`config.mk`:
```
export PLATFORM = sky130hd
export DESIGN_NAME = glt_check
export DESIGN_NICKNAME = d
export VERILOG_FILES = /design/src/design/glt_pkg.sv /design/src/design/glt_check.sv
export SDC_FILE = /design/constraint.sdc
export NUM_CORES = 1
export LEC_CHECK = 0
export ABC_AREA = 1
export BUFFER_PORTS_ARGS = -buffer_cell sky130_fd_sc_hd__buf_4
export CAP_MARGIN = 20
export CORE_AREA = 2 2 77 152
export DETAILED_ROUTE_END_ITERATION = 10
export DIE_AREA = 0 0 79 154
export GPL_ROUTABILITY_DRIVEN = 0
export MAX_ROUTING_LAYER = met4
export PLACE_DENSITY = 0.81
export SLEW_MARGIN = 10
export SYNTH_ARGS = -nofsm -noshare
export SYNTH_HDL_FRONTEND = slang
export SYNTH_SLANG_ARGS = --single-unit
```
`constraint.sdc`:
```
create_clock -name vclk -period 6.1
set_input_delay 0.305 -clock vclk [all_inputs]
set_output_delay 0.305 -clock vclk [all_outputs]
set_load 0.01 [all_outputs]
```
`src/design/glt_pkg.sv`:
```
// ----------------------------------------------------------------------------
// Glyph table lookup package
// Types, codes and constants that the glyph table modules share.
// ----------------------------------------------------------------------------
package glt_pkg;

    localparam int MAX_GLYPHS_DEF = 1024;
    localparam int IDX_W          = 10;
    localparam int CFG_IDX_W      = 1;
    localparam int CFG_DATA_W     = 32;

    localparam logic [CFG_IDX_W-1:0] CFG_PIXEL_DEPTH = 1'd0;
    localparam logic [CFG_IDX_W-1:0] CFG_AREA_SIZE   = 1'd1;

    typedef enum logic [1:0] {
        OP_CLEAR  = 2'd0,
        OP_LOAD   = 2'd1,
        OP_LOOKUP = 2'd2,
        OP_NONE   = 2'd3
    } t_op;

    typedef enum logic [1:0] {
        ST_OK        = 2'd0,
        ST_NOT_FOUND = 2'd1,
        ST_BAD_LAYOUT = 2'd2,
        ST_NO_ROOM   = 2'd3
    } t_status;

    typedef enum logic [1:0] {
        MODE_MONO  = 2'd0,
        MODE_GRAY4 = 2'd1,
        MODE_GRAY8 = 2'd2
    } t_depth;

    typedef enum logic [1:0] {
        S_IDLE     = 2'd0,
        S_DISPATCH = 2'd1,
        S_PROBE    = 2'd2
    } t_state;

    typedef struct packed {
        logic [1:0]         op;
        logic [31:0]        code_point;
        logic [31:0]        in_bitmap_offset;
        logic [15:0]        in_bitmap_size;
        logic [7:0]         in_width;
        logic [7:0]         in_height;
        logic signed [7:0]  in_x_offset;
        logic signed [7:0]  in_y_offset;
        logic [7:0]         in_x_advance;
    } t_cmd;

    typedef struct packed {
        t_status            status;
        logic [IDX_W-1:0]   found_index;
        logic [31:0]        out_bitmap_offset;
        logic [15:0]        out_bitmap_size;
        logic [7:0]         out_width;
        logic [7:0]         out_height;
        logic signed [7:0]  out_x_offset;
        logic signed [7:0]  out_y_offset;
        logic [7:0]         out_x_advance;
        logic               table_sorted;
    } t_result;

    typedef struct packed {
        logic [31:0]        cp;
        logic [31:0]        off;
        logic [15:0]        size;
        logic [7:0]         w;
        logic [7:0]         h;
        logic signed [7:0]  xo;
        logic signed [7:0]  yo;
        logic [7:0]         adv;
    } t_glyph;

endpackage

```
`src/design/glt_check.sv`:
```
// ----------------------------------------------------------------------------
// Glyph record check
// Checks a loaded record against the pixel depth and the bitmap area.
// ----------------------------------------------------------------------------
module glt_check (
    input  logic [1:0]       i_mode,
    input  logic [31:0]      i_area,
    input  glt_pkg::t_glyph  i_glyph,
    output logic             o_ok
);
    import glt_pkg::*;

    logic [8:0]  w_sum_mono;
    logic [8:0]  w_sum_gray;
    logic [7:0]  w_stride;
    logic        w_known;
    logic [15:0] w_need;
    logic [31:0] w_room;
    logic        w_empty_bad;
    logic        w_short;
    logic        w_off_bad;
    logic        w_size_bad;

    assign w_sum_mono = {1'b0, i_glyph.w} + 9'd7;
    assign w_sum_gray = {1'b0, i_glyph.w} + 9'd1;

    always_comb begin
        w_stride = '0;
        w_known  = 1'b1;
        case (t_depth'(i_mode))
            MODE_MONO:  w_stride = {2'b00, w_sum_mono[8:3]};
            MODE_GRAY4: w_stride = w_sum_gray[8:1];
            MODE_GRAY8: w_stride = i_glyph.w;
            default:    w_known  = 1'b0;
        endcase
    end

    assign w_need      = w_known ? 16'(w_stride) * 16'(i_glyph.h) : 16'd0;
    assign w_room      = i_area - i_glyph.off;
    assign w_empty_bad = ((i_glyph.w == 8'd0) || (i_glyph.h == 8'd0)) && (i_glyph.size != 16'd0);
    assign w_short     = (w_need != 16'd0) && (i_glyph.size < w_need);
    assign w_off_bad   = i_glyph.off > i_area;
    assign w_size_bad  = {16'd0, i_glyph.size} > w_room;
    assign o_ok        = !(w_empty_bad || w_short || w_off_bad || w_size_bad);

endmodule

```
Word level (Yosys, flattened, before mapping)
Cells that the tools add are included.

Register bits after elaboration: 0. Word-level logic and storage cells: 25. Bits of input ports: 154. Output and inout bits: 1.

Mux-type cells: 3. $mul: 1. Add/subtract/negate cells: 3. Reduce and logical (&&, ||, !) cells: 13. Equal/unequal tests: 2. $lt $le $gt $ge: 3.

Operators by type and width (number): greater-than comparator 16 x 32 -> 1 bit (1); greater-than comparator 32 bit (1); nonzero test 16 bit (2); subtractor 32 bit (1); one-hot mux 8 bit (3 select lines) (1); logical NOT 8 bit (2); < comparator 16 bit (1); multiplier 8 x 8 -> 16 bit (1); two-way mux 16 bit (1); adder 8 x 1 -> 9 bit, second input constant (1); adder 8 x 3 -> 9 bit, second input constant (1); logical OR 1 bit (4); OR reduction 3 bit (1); == test 2 x 1 -> 1 bit, second input constant (1); == test 2 bit, second input constant (1); logical AND 1 bit (2); logical NOT 2 bit (1); logical NOT 1 bit (1); two-way mux 1 bit (1).

Logic depth before layout (Yosys ltp)
Gate-level depths: netlist (run 1).

Depth in word-level cells: 10. Mapped depth: 35. Gate-level depth less buffers: 35.

Least setup slack after synthesis (run 1)
OpenSTA, ideal clock, no wires.

Kind: in2out. From: in i_glyph[33] (netlist bit). To: out o_ok. Setup slack: 0.508 ns. Data arrival time: 5.287 ns. Buffers on the path: 0. Required time: 5.795 ns. Stages: 31. Cells stage by stage: inv_1 nand3_1 inv_1 nor2_1 nand2_1 o311ai_0 o211ai_1 nand2_1 inv_1 fa_1 inv_1 fa_1 fa_1 fa_1 inv_1 ha_1 nand2_1 inv_1 nand2_1 nand2_1 inv_1 nand2_1 a21oi_1 o21ai_0 ha_1 a21oi_1 a21oi_1 a2111oi_0 nand3_1 nand2_1 nor2_1.

Cells in the longest elaborated chain, start to end: 10. Elaborated cells on any way between the ends: 15. Those cells by class: add/sub (2); mul (1); order compare (1); mux (2); reduce/logical (9).

RTL lines: start, declared (line glt_check.sv:8) `input glt_pkg::t_glyph i_glyph,`; adder 8 x 1 -> 9 bit or adder 8 x 3 -> 9 bit (tied branches) (line glt_check.sv:25, glt_check.sv:24); one-hot mux 8 bit (3 select lines) (line glt_check.sv:30) `case (t_depth'(i_mode))`; multiplier 8 x 8 -> 16 bit (line glt_check.sv:38) `assign w_need = w_known ? 16'(w_stride) * 16'(i_glyph.h) : 16'd0;`; two-way mux 16 bit (line glt_check.sv:38); < comparator 16 bit or nonzero test 16 bit (tied branches) (line glt_check.sv:41) `assign w_short = (w_need != 16'd0) && (i_glyph.size < w_need);`; logical AND 1 bit (line glt_check.sv:41); logical OR 1 bit (*) (3 in a row) (line glt_check.sv:44) `assign o_ok = !(w_empty_bad || w_short || w_off_bad || w_size_bad);`; logical NOT 1 bit (*) (line glt_check.sv:44); end, declared (line glt_check.sv:9) `output logic o_ok`.

Every way passes the cells marked *; elsewhere a longest branch is shown, timed or not.

Worst setup path in the final report (run 1)
From: in i_glyph[34] (netlist bit). To: out o_ok.

Cells in the longest elaborated chain, start to end: 10. Elaborated cells on any way between the ends: 15. Those cells by class: add/sub (2); mul (1); order compare (1); mux (2); reduce/logical (9).

RTL lines (line): adder 8 x 3 -> 9 bit or adder 8 x 1 -> 9 bit (tied branches) (glt_check.sv:24, glt_check.sv:25); one-hot mux 8 bit (3 select lines) (glt_check.sv:30); multiplier 8 x 8 -> 16 bit (glt_check.sv:38); two-way mux 16 bit (glt_check.sv:38); < comparator 16 bit or nonzero test 16 bit (tied branches) (glt_check.sv:41); logical AND 1 bit (glt_check.sv:41); logical OR 1 bit (*) (3 in a row) (glt_check.sv:44); logical NOT 1 bit (*) (glt_check.sv:44).

Marked as above.

==> metrics, run 1 <==
outcome=complete, no violations; Critical Path AT=5.65 ns; Hold Crit Depth=7; DR WL/cell=14.5 um; die height=154 um; Die X=79 um; Hold Slack=1.26 ns; initial antenna violation count=0; fin crit period=5.96 ns; Layout area overhead=29.7%; sequential cell count=0; CP max stage delay=0.56 ns; PwrDens=163 nW/um^2; fin cells=1333; final setup violation count=0; first-pass GRT wire length=30300 um; adder-cell share of the synthesized area=34.0%; leak pwr=4.32 nW; Final Max Slew Viols=0; initial DRC count=333; Pwr Total=1.25 mW; MaxCap Viol Count=0; via-per-instance ratio=5.48; die area=12200 sq um; CP required=5.79 ns; setup tns final=0 ns; Mean Syn Cell Area=5.59 sq um; sequential area share after synthesis=0%; Initial Util=53.8%; Finished Cell Area=7640 sq um; share of the synthesized area in the top cell type=21.5%; Cell Area, Placed=7050 sq um; CP Capture Type=output pin; HP Start=i_glyph[55]; final core occ=69.8%; slew at the pin closest to its max-slew limit=0.516 ns; main combinational cell family by area after synthesis=simple AND/OR/NAND/NOR gates; f_max=0.168 GHz; worst rel slew slack=65.5%; Yosys top cell by area=ha_1; worst setup path class=input port to output pin; worst vdd ir=0.138 mV; ANT nets after route=0; sequential cell area=0 sq um; Ports=155; Hold Buf Count CTS=0; Synth Area in Compound Gates=8.35%; Cell variety after synth=33; gr ovfl total=0; Synth Area in XOR/XNOR=2.23%; cells after synthesis=1054; Placed Instances=1325; most frequent cells in the layout=nand2_1, inv_1, buf_4; Synth Area in Simple Gates=40.6%; vias in the first global route=7259; setup ws final=0.141 ns; unrepaired setup endpoints after global routing=true; Tcrit/Tclk final=97.7%; ANT cells=0; largest net degree at the start of global routing=12; Std-Cell Rows=54; hpwl dp=16200 um; WHS Endpoint=o_ok; # nets final=1487; Setup crit start kind=input port; Worst Hold Class=input port to output pin; PortBufs=99; crit-path max FO=4; syn_nets=1346; CP max stage cell=fa_1; Final Hold Fails=0; dpl ws=-0.156 ns; most frequent CP cell=nand2_1; core footprint=10900 sq um; Ys Warns=0; CLK BUF=0; # DRC=0; post-synthesis mux area share=0%; fraction of layout cells with a size suffix above 1=20.5%; most common cell after layout, fill and taps aside=nand2_1; DRT Pass-1 Iters=6; vias post-DR=7300; Syn Std Cell Area=5890 sq um; gr usage total=31.4%; main area contributors after synthesis=ha_1, nand2_1, inv_1; Routed WL=19300 um
## logic make-up (layout without fill, tap and decap cells)
| kind of cell | after synthesis | count (layout) |
|---|---|---|
| simple gates | 581 | 581 |
| fa+ha+maj | 138 | 138 |
| xor+xnor | 15 | 15 |
| compound gates | 89 | 89 |
| buf+inv | 231 | 370 |
## metal layers
layer	wire [um]	track usage (%)	vias to the layer above
li1	-	-	3567
met1	5880	24.7	3294
met2	11000	63.9	302
met3	703	1.58	137
met4	1780	22.3	0
met5	0	-	-
## critical path, delay by kind of cell
family	cells	cell delay (ns)
adder cells (fa/ha/maj)	6	2.50
AO/OA/AOI/OAI	7	1.14
AND/OR/NAND/NOR	12	0.97
buffers and inverters	8	0.74
## how the worst max path moves through the flow
stage	startpoint	end	cells after the start
5_1_grt	i_glyph[35]	o_ok	30
2_1_floorplan	i_glyph[33]	o_ok	31
4_1_cts	i_glyph[33]	o_ok	33
6_report	i_glyph[34]	o_ok	33
3_3_place_gp	i_glyph[32]	o_ok	35
3_5_place_dp	i_glyph[32]	o_ok	32
## where the power goes
group | switching [mW] | total, mW | internal, mW | leakage (nW)
Sequential | 0 | 0 | 0 | 0
Clock | 0 | 0 | 0 | 0
Combinational | 0.716 | 1.25 | 0.533 | 4.32
Total | 0.716 | 1.25 | 0.533 | 4.32
## cells in the mapped netlist (2+ instances only)
master    instances
inv_1           230
nand3b_1          2
nor4_1            9
nor2_2            3
a21o_1            3
nand3_1          68
nand4_1          15
fa_1             37
o21ai_0          25
nand2_1         321
nor3_1           14
nand2_2           4
xnor2_1          14
o21bai_1          5
ha_1            101
o211ai_1          2
a21oi_1          46
nor2_1          140
## cell type report
type,instances,area (sq um)
multi-input cells,823,5490
inverters,230,891
fillers,1009,3310
repair buffers,140,1080
well taps,140,175
## timing repair
action / in CTS / in global routing
resized for setup: 18 / 116
pin swaps: 4 / 56
hold endpoints to repair: 0 / 0
buffers inserted: 2 / 7
setup endpoints to repair: 1 / 1
Note: power is estimated with default switching activity, not from simulation.
==> inputs of run 2 (changes only) <==
- ABC_AREA: 1 -> unset
- CELL_PAD_IN_SITES_DETAIL_PLACEMENT: unset -> 1
- CELL_PAD_IN_SITES_GLOBAL_PLACEMENT: unset -> 1
- CORE_AREA: 2 2 77 152 -> 2 2 87 172
- DIE_AREA: 0 0 79 154 -> 0 0 89 174
- PLACE_DENSITY: 0.81 -> unset
- PLACE_DENSITY_LB_ADDON: unset -> 0.1
- SETUP_SLACK_MARGIN: unset -> 0.05
==> metrics, run 2 <==
failing checks=negative setup slack; Worst setup endpoint=o_ok; setup ws final=-0.618 ns (-0.759 ns); dpl ws=-0.903 ns (-0.747 ns); Setup crit start kind=input port; leak pwr=3.67 nW (-15%); sequential cell count=0 (unchanged); Comb pwr share=100.0% (about the same); crit-path max FO=6 (+2); final setup violation count=1 (+1); # DRC=0 (unchanged); Hold Slack=1.21 ns (-0.0486 ns); worst rel slew slack=58.7% (-6.8 points); vias in the first global route=7434 (+2.4%); worst vdd ir=0.0811 mV (-41%); CLK BUF=0 (unchanged); Finished Cell Area=7670 sq um (+0.41%); Ports=155 (unchanged); gr usage total=30.1% (-1.3 points); DRT Pass-1 Iters=4 (-2); Final Max Slew Viols=0 (unchanged); Final Hold Fails=0 (unchanged); die height=174 um (+13%); initial DRC count=150 (-55%); CP max stage cell=fa_1; Sw Pwr=0.749 mW (+4.7%); slew at the pin closest to its max-slew limit=0.613 ns (+0.0969 ns); gr ovfl total=0 (unchanged); Critical Path AT=6.41 ns (+0.76 ns); Mean Syn Cell Area=7.39 sq um (+32%); cells after synthesis=752 (-29%); PwrDens=192 nW/um^2 (+18%); via-per-instance ratio=5.77 (+5.4%); hpwl dp=18200 um (+13%); setup tns final=-0.618 ns (-0.618 ns); Pwr Total=1.48 mW (+18%); Tcrit/Tclk final=110% (+12 points); Routed WL=22100 um (+14%); Cell variety after synth=78 (+140%); Syn Std Cell Area=5560 sq um (-5.6%); main area contributors after synthesis=ha_1, fa_1, inv_1; Yosys top cell by area=ha_1; Hold Buf Count CTS=0 (unchanged); outcome=complete, but fails checks; Worst Hold Class=input port to output pin; largest net degree at the start of global routing=18 (+6); vias post-DR=6407 (-12%); final core occ=53.7% (-16 points); Die X=89 um (+13%); Initial Util=38.9% (-15 points); CP Launch Point=i_glyph[32]; core footprint=14300 sq um (+30%); most frequent CP cell=fa_1; sequential area share after synthesis=0% (unchanged); CP required=5.79 ns (about the same); switch share=50.8% (-6.5 points); CP Capture Type=output pin; ANT cells=0 (unchanged); MaxCap Viol Count=0 (unchanged); worst setup path class=input port to output pin; PortBufs=99 (unchanged); CP max stage delay=0.54 ns (-0.02 ns); ANT nets after route=0 (unchanged); initial antenna violation count=0 (unchanged); fin cells=1110 (-17%); most common cell after layout, fill and taps aside=buf_4; Power Internal=0.726 mW (+36%); Layout area overhead=38.1%; die area=15500 sq um (+27%); Cell Area, Placed=7100 sq um (+0.75%); fraction of layout cells with a size suffix above 1=31.2% (+11 points); f_max=0.149 GHz (-11%); syn_nets=1044 (-22%); DR WL/cell=19.9 um (+37%); Ys Warns=0 (unchanged); Placed Instances=1081 (-18%); share of the synthesized area in the top cell type=22.7% (+1.3 points); Clock power frac=0% (unchanged); # nets final=1212 (-18%); most frequent cells in the layout=buf_4, inv_1, ha_1; unrepaired setup endpoints after global routing=true; Std-Cell Rows=62 (+15%); first-pass GRT wire length=36000 um (+19%); fin crit period=6.72 ns (+0.759 ns); sequential cell area=0 sq um (unchanged); commonest cells in the netlist=ha_1, inv_1, nand2_1; Seq pwr share=0% (unchanged)
[run 2: changes by cell type in the layout (fill, tap and decap cells not counted), moves of 12 or more]
cell | before | now
nor2_1 | 124 | 34
o21a_1 | 0 | 12
nand2_2 | 19 | 3
a21o_1 | 3 | 19
buf_4 | 135 | 182
inv_1 | 214 | 94
nand3_1 | 57 | 10
xor2_1 | 1 | 18
nand2_1 | 302 | 71
and2_1 | 1 | 26
[run 2: timing repair]
action                                  4_1_cts  5_1_grt
resized for setup                            64        9
gates cloned                                  0        0
pin swaps                                    59       13
endpoints found under the setup margin        1        1
buffers inserted                             28        1
[run 2: logic make-up after synthesis]
logic type      share of synthesized area, %
compound gates                          25.0
xor+xnor                                5.20
fa+ha+maj                               36.1
buf+inv                                 8.94
mux                                    0.766
simple gates                            24.0
[run 2: routing by layer]
| layer | track usage [%] | vias to the layer above | wire, um |
|---|---|---|---|
| li1 | - | 3004 | - |
| met1 | 25.0 | 3154 | 6800 |
| met2 | 61.3 | 159 | 13400 |
| met3 | 1.85 | 90 | 453 |
| met4 | 15.6 | 0 | 1470 |
| met5 | - | - | 0 |
[run 2: worst min path at each step]
stage / end / slack [ns] / depth (start not counted) / start
after floorplan: o_ok / 0.93 / 4 / i_glyph[54]
after global placement: o_ok / 1.21 / 5 / i_area[31]
after detailed placement: o_ok / 1.21 / 5 / i_area[31]
after CTS: o_ok / 1.22 / 5 / i_area[31]
after global routing: o_ok / 1.26 / 5 / i_area[31]
final: o_ok / 1.21 / 5 / i_area[31]
[run 2: area by class of cell]
class | count | area [sq um]
Fill cell | 1817 | 6600
Inverter | 101 | 384
Multi-Input combinational cell | 626 | 5550
Tap cell | 192 | 240
Timing Repair Buffer | 191 | 1490
[run 2: power groups by stage]
stage	Clock [mW]	Combinational (mW)	Sequential [mW]
after global placement	0	1.18	0
after CTS	0	1.42	0
after floorplan	0	0.798	0
after detailed placement	0	1.24	0
final	0	1.48	0
after global routing	0	1.62	0
[run 2: worst max-delay path, delay by kind of cell]
family,cells,cell delay [ns]
adder cells (fa/ha/maj),6,2.61
AO/OA/AOI/OAI,14,2.39
XOR/XNOR,2,0.43
buffers and inverters,4,0.39
AND/OR/NAND/NOR,3,0.30
==> inputs of run 3 (changes only) <==
- GPL_TIMING_DRIVEN: unset -> 0
==> metrics, run 3 (same netlist as run 2, synthesis figures left out) <==
Initial Util=38.9% (unchanged); hpwl dp=17700 um (-3.1%); ANT cells=0 (unchanged); Placed Instances=1034 (-4.3%); HP Start=i_area[31]; Final Max Slew Viols=0 (unchanged); die height=174 um (unchanged); largest net degree at the start of global routing=11 (-7); unrepaired setup endpoints after global routing=true; Ports=155 (unchanged); CP required=5.79 ns (about the same); f_max=0.148 GHz (-0.31%); # nets final=1161 (-4.2%); Layout area overhead=28.5%; # DRC=0 (unchanged); vias in the first global route=7011 (-5.7%); slew at the pin closest to its max-slew limit=0.693 ns (+0.0805 ns); Final Hold Fails=0 (unchanged); Die X=89 um (unchanged); most common cell after layout, fill and taps aside=buf_4; DR WL/cell=19.4 um (-2.4%); CP Capture Type=output pin; worst vdd ir=0.0760 mV (-6.3%); sequential cell area=0 sq um (unchanged); crit-path max FO=10 (+4); die area=15500 sq um (unchanged); worst setup path class=input port to output pin; PwrDens=172 nW/um^2 (-11%); initial antenna violation count=0 (unchanged); via-per-instance ratio=5.81 (+0.64%); vias post-DR=6152 (-4.0%); Critical Path AT=6.43 ns (+0.02 ns); fin crit period=6.74 ns (+0.0211 ns); core footprint=14300 sq um (unchanged); gr usage total=27.3% (-2.8 points); Pwr Total=1.23 mW (-17%); initial DRC count=155 (+3.3%); Routed WL=20600 um (-6.9%); worst rel slew slack=53.2% (-5.5 points); ANT nets after route=0 (unchanged); Hold Buf Count CTS=0 (unchanged); fraction of layout cells with a size suffix above 1=24.6% (-6.6 points); Finished Cell Area=7140 sq um (-6.9%); PortBufs=90 (-9.1%); CP Launch Point=i_glyph[35]; Setup crit start kind=input port; final setup violation count=1 (unchanged); CLK BUF=0 (unchanged); Tcrit/Tclk final=110% (+0.35 points); MaxCap Viol Count=0 (unchanged); DRT Pass-1 Iters=4 (unchanged); final core occ=50.0% (-3.7 points); gr ovfl total=0 (unchanged); Std-Cell Rows=62 (unchanged); Cell Area, Placed=6710 sq um (-5.5%); setup ws final=-0.639 ns (-0.0211 ns); first-pass GRT wire length=32900 um (-8.5%); Worst Hold Class=input port to output pin; Hold Slack=1.23 ns (+0.0187 ns); failing checks=negative setup slack; fin cells=1059 (-4.6%); setup tns final=-0.639 ns (-0.0211 ns); dpl ws=-0.966 ns (-0.0634 ns); leak pwr=3.38 nW (-7.9%); outcome=complete, but fails checks; most frequent cells in the layout=buf_4, inv_1, ha_1; sequential cell count=0 (unchanged)
-- run 3: cell types whose count changed in the layout (fill, tap and decap cells not counted), moves of 4 or more --
| cell | before | now |
|---|---|---|
| buf_4 | 182 | 113 |
| buf_2 | 0 | 10 |
| buf_1 | 0 | 5 |
| clkbuf_1 | 0 | 4 |
| xor2_1 | 18 | 22 |
| xor2_2 | 4 | 0 |
-- run 3: power breakdown --
part	internal, mW	total [mW]	switching, mW
registers	0	0	0
logic	0.562	1.23	0.667
clock network	0	0	0
-- run 3: final timing paths --
path / slack (ns) / depth (start not counted) / end
setup / recovery: -0.64 / 28 / o_ok
hold / removal: 1.23 / 5 / o_ok
-- run 3: area by class of cell --
class                      instances  area [sq um]
tap                              192           240
multi-input combinational        626          5470
timing repair buffer             115           892
buffer                            25           151
fill                            1840          7130
inverter                         101           387
-- run 3: what timing repair did --
item | 4_1_cts | 5_1_grt
resized for setup | 37 | 20
endpoints found under the setup margin | 1 | 1
pin swaps | 43 | 33
buffers inserted | 18 | 7
-- run 3: worst max-delay path: stages --
cell      delay, ns
buf_4          0.11
clkbuf_4       0.22
o311ai_4       0.11
xor2_1         0.18
nor2_1         0.13
a21oi_1        0.05
o22a_2         0.29
nand2b_1       0.19
fa_1           0.47
fa_1           0.58
fa_1           0.47
fa_1           0.56
inv_1          0.07
ha_4           0.18
or3_1          0.37
a21oi_1        0.18
or3b_1         0.17
mux2_4         0.31
nor2_1         0.14
ha_1           0.28
nand4_1        0.11
nor2_1         0.08
a211oi_2       0.18
o31ai_2        0.09
a41o_1         0.26
o211ai_1       0.12
a31oi_1        0.07
buf_4          0.15
-- run 3: layer usage --
layer  global-route usage, %  vias to the layer above  part of all wire, %
met5                       -                        -                    0
li1                        -                     2904                    -
met4                    13.4                        0                  6.5
met2                    57.0                      156                   61
met1                    22.0                     3012                   30
met3                    1.47                       80                  2.2
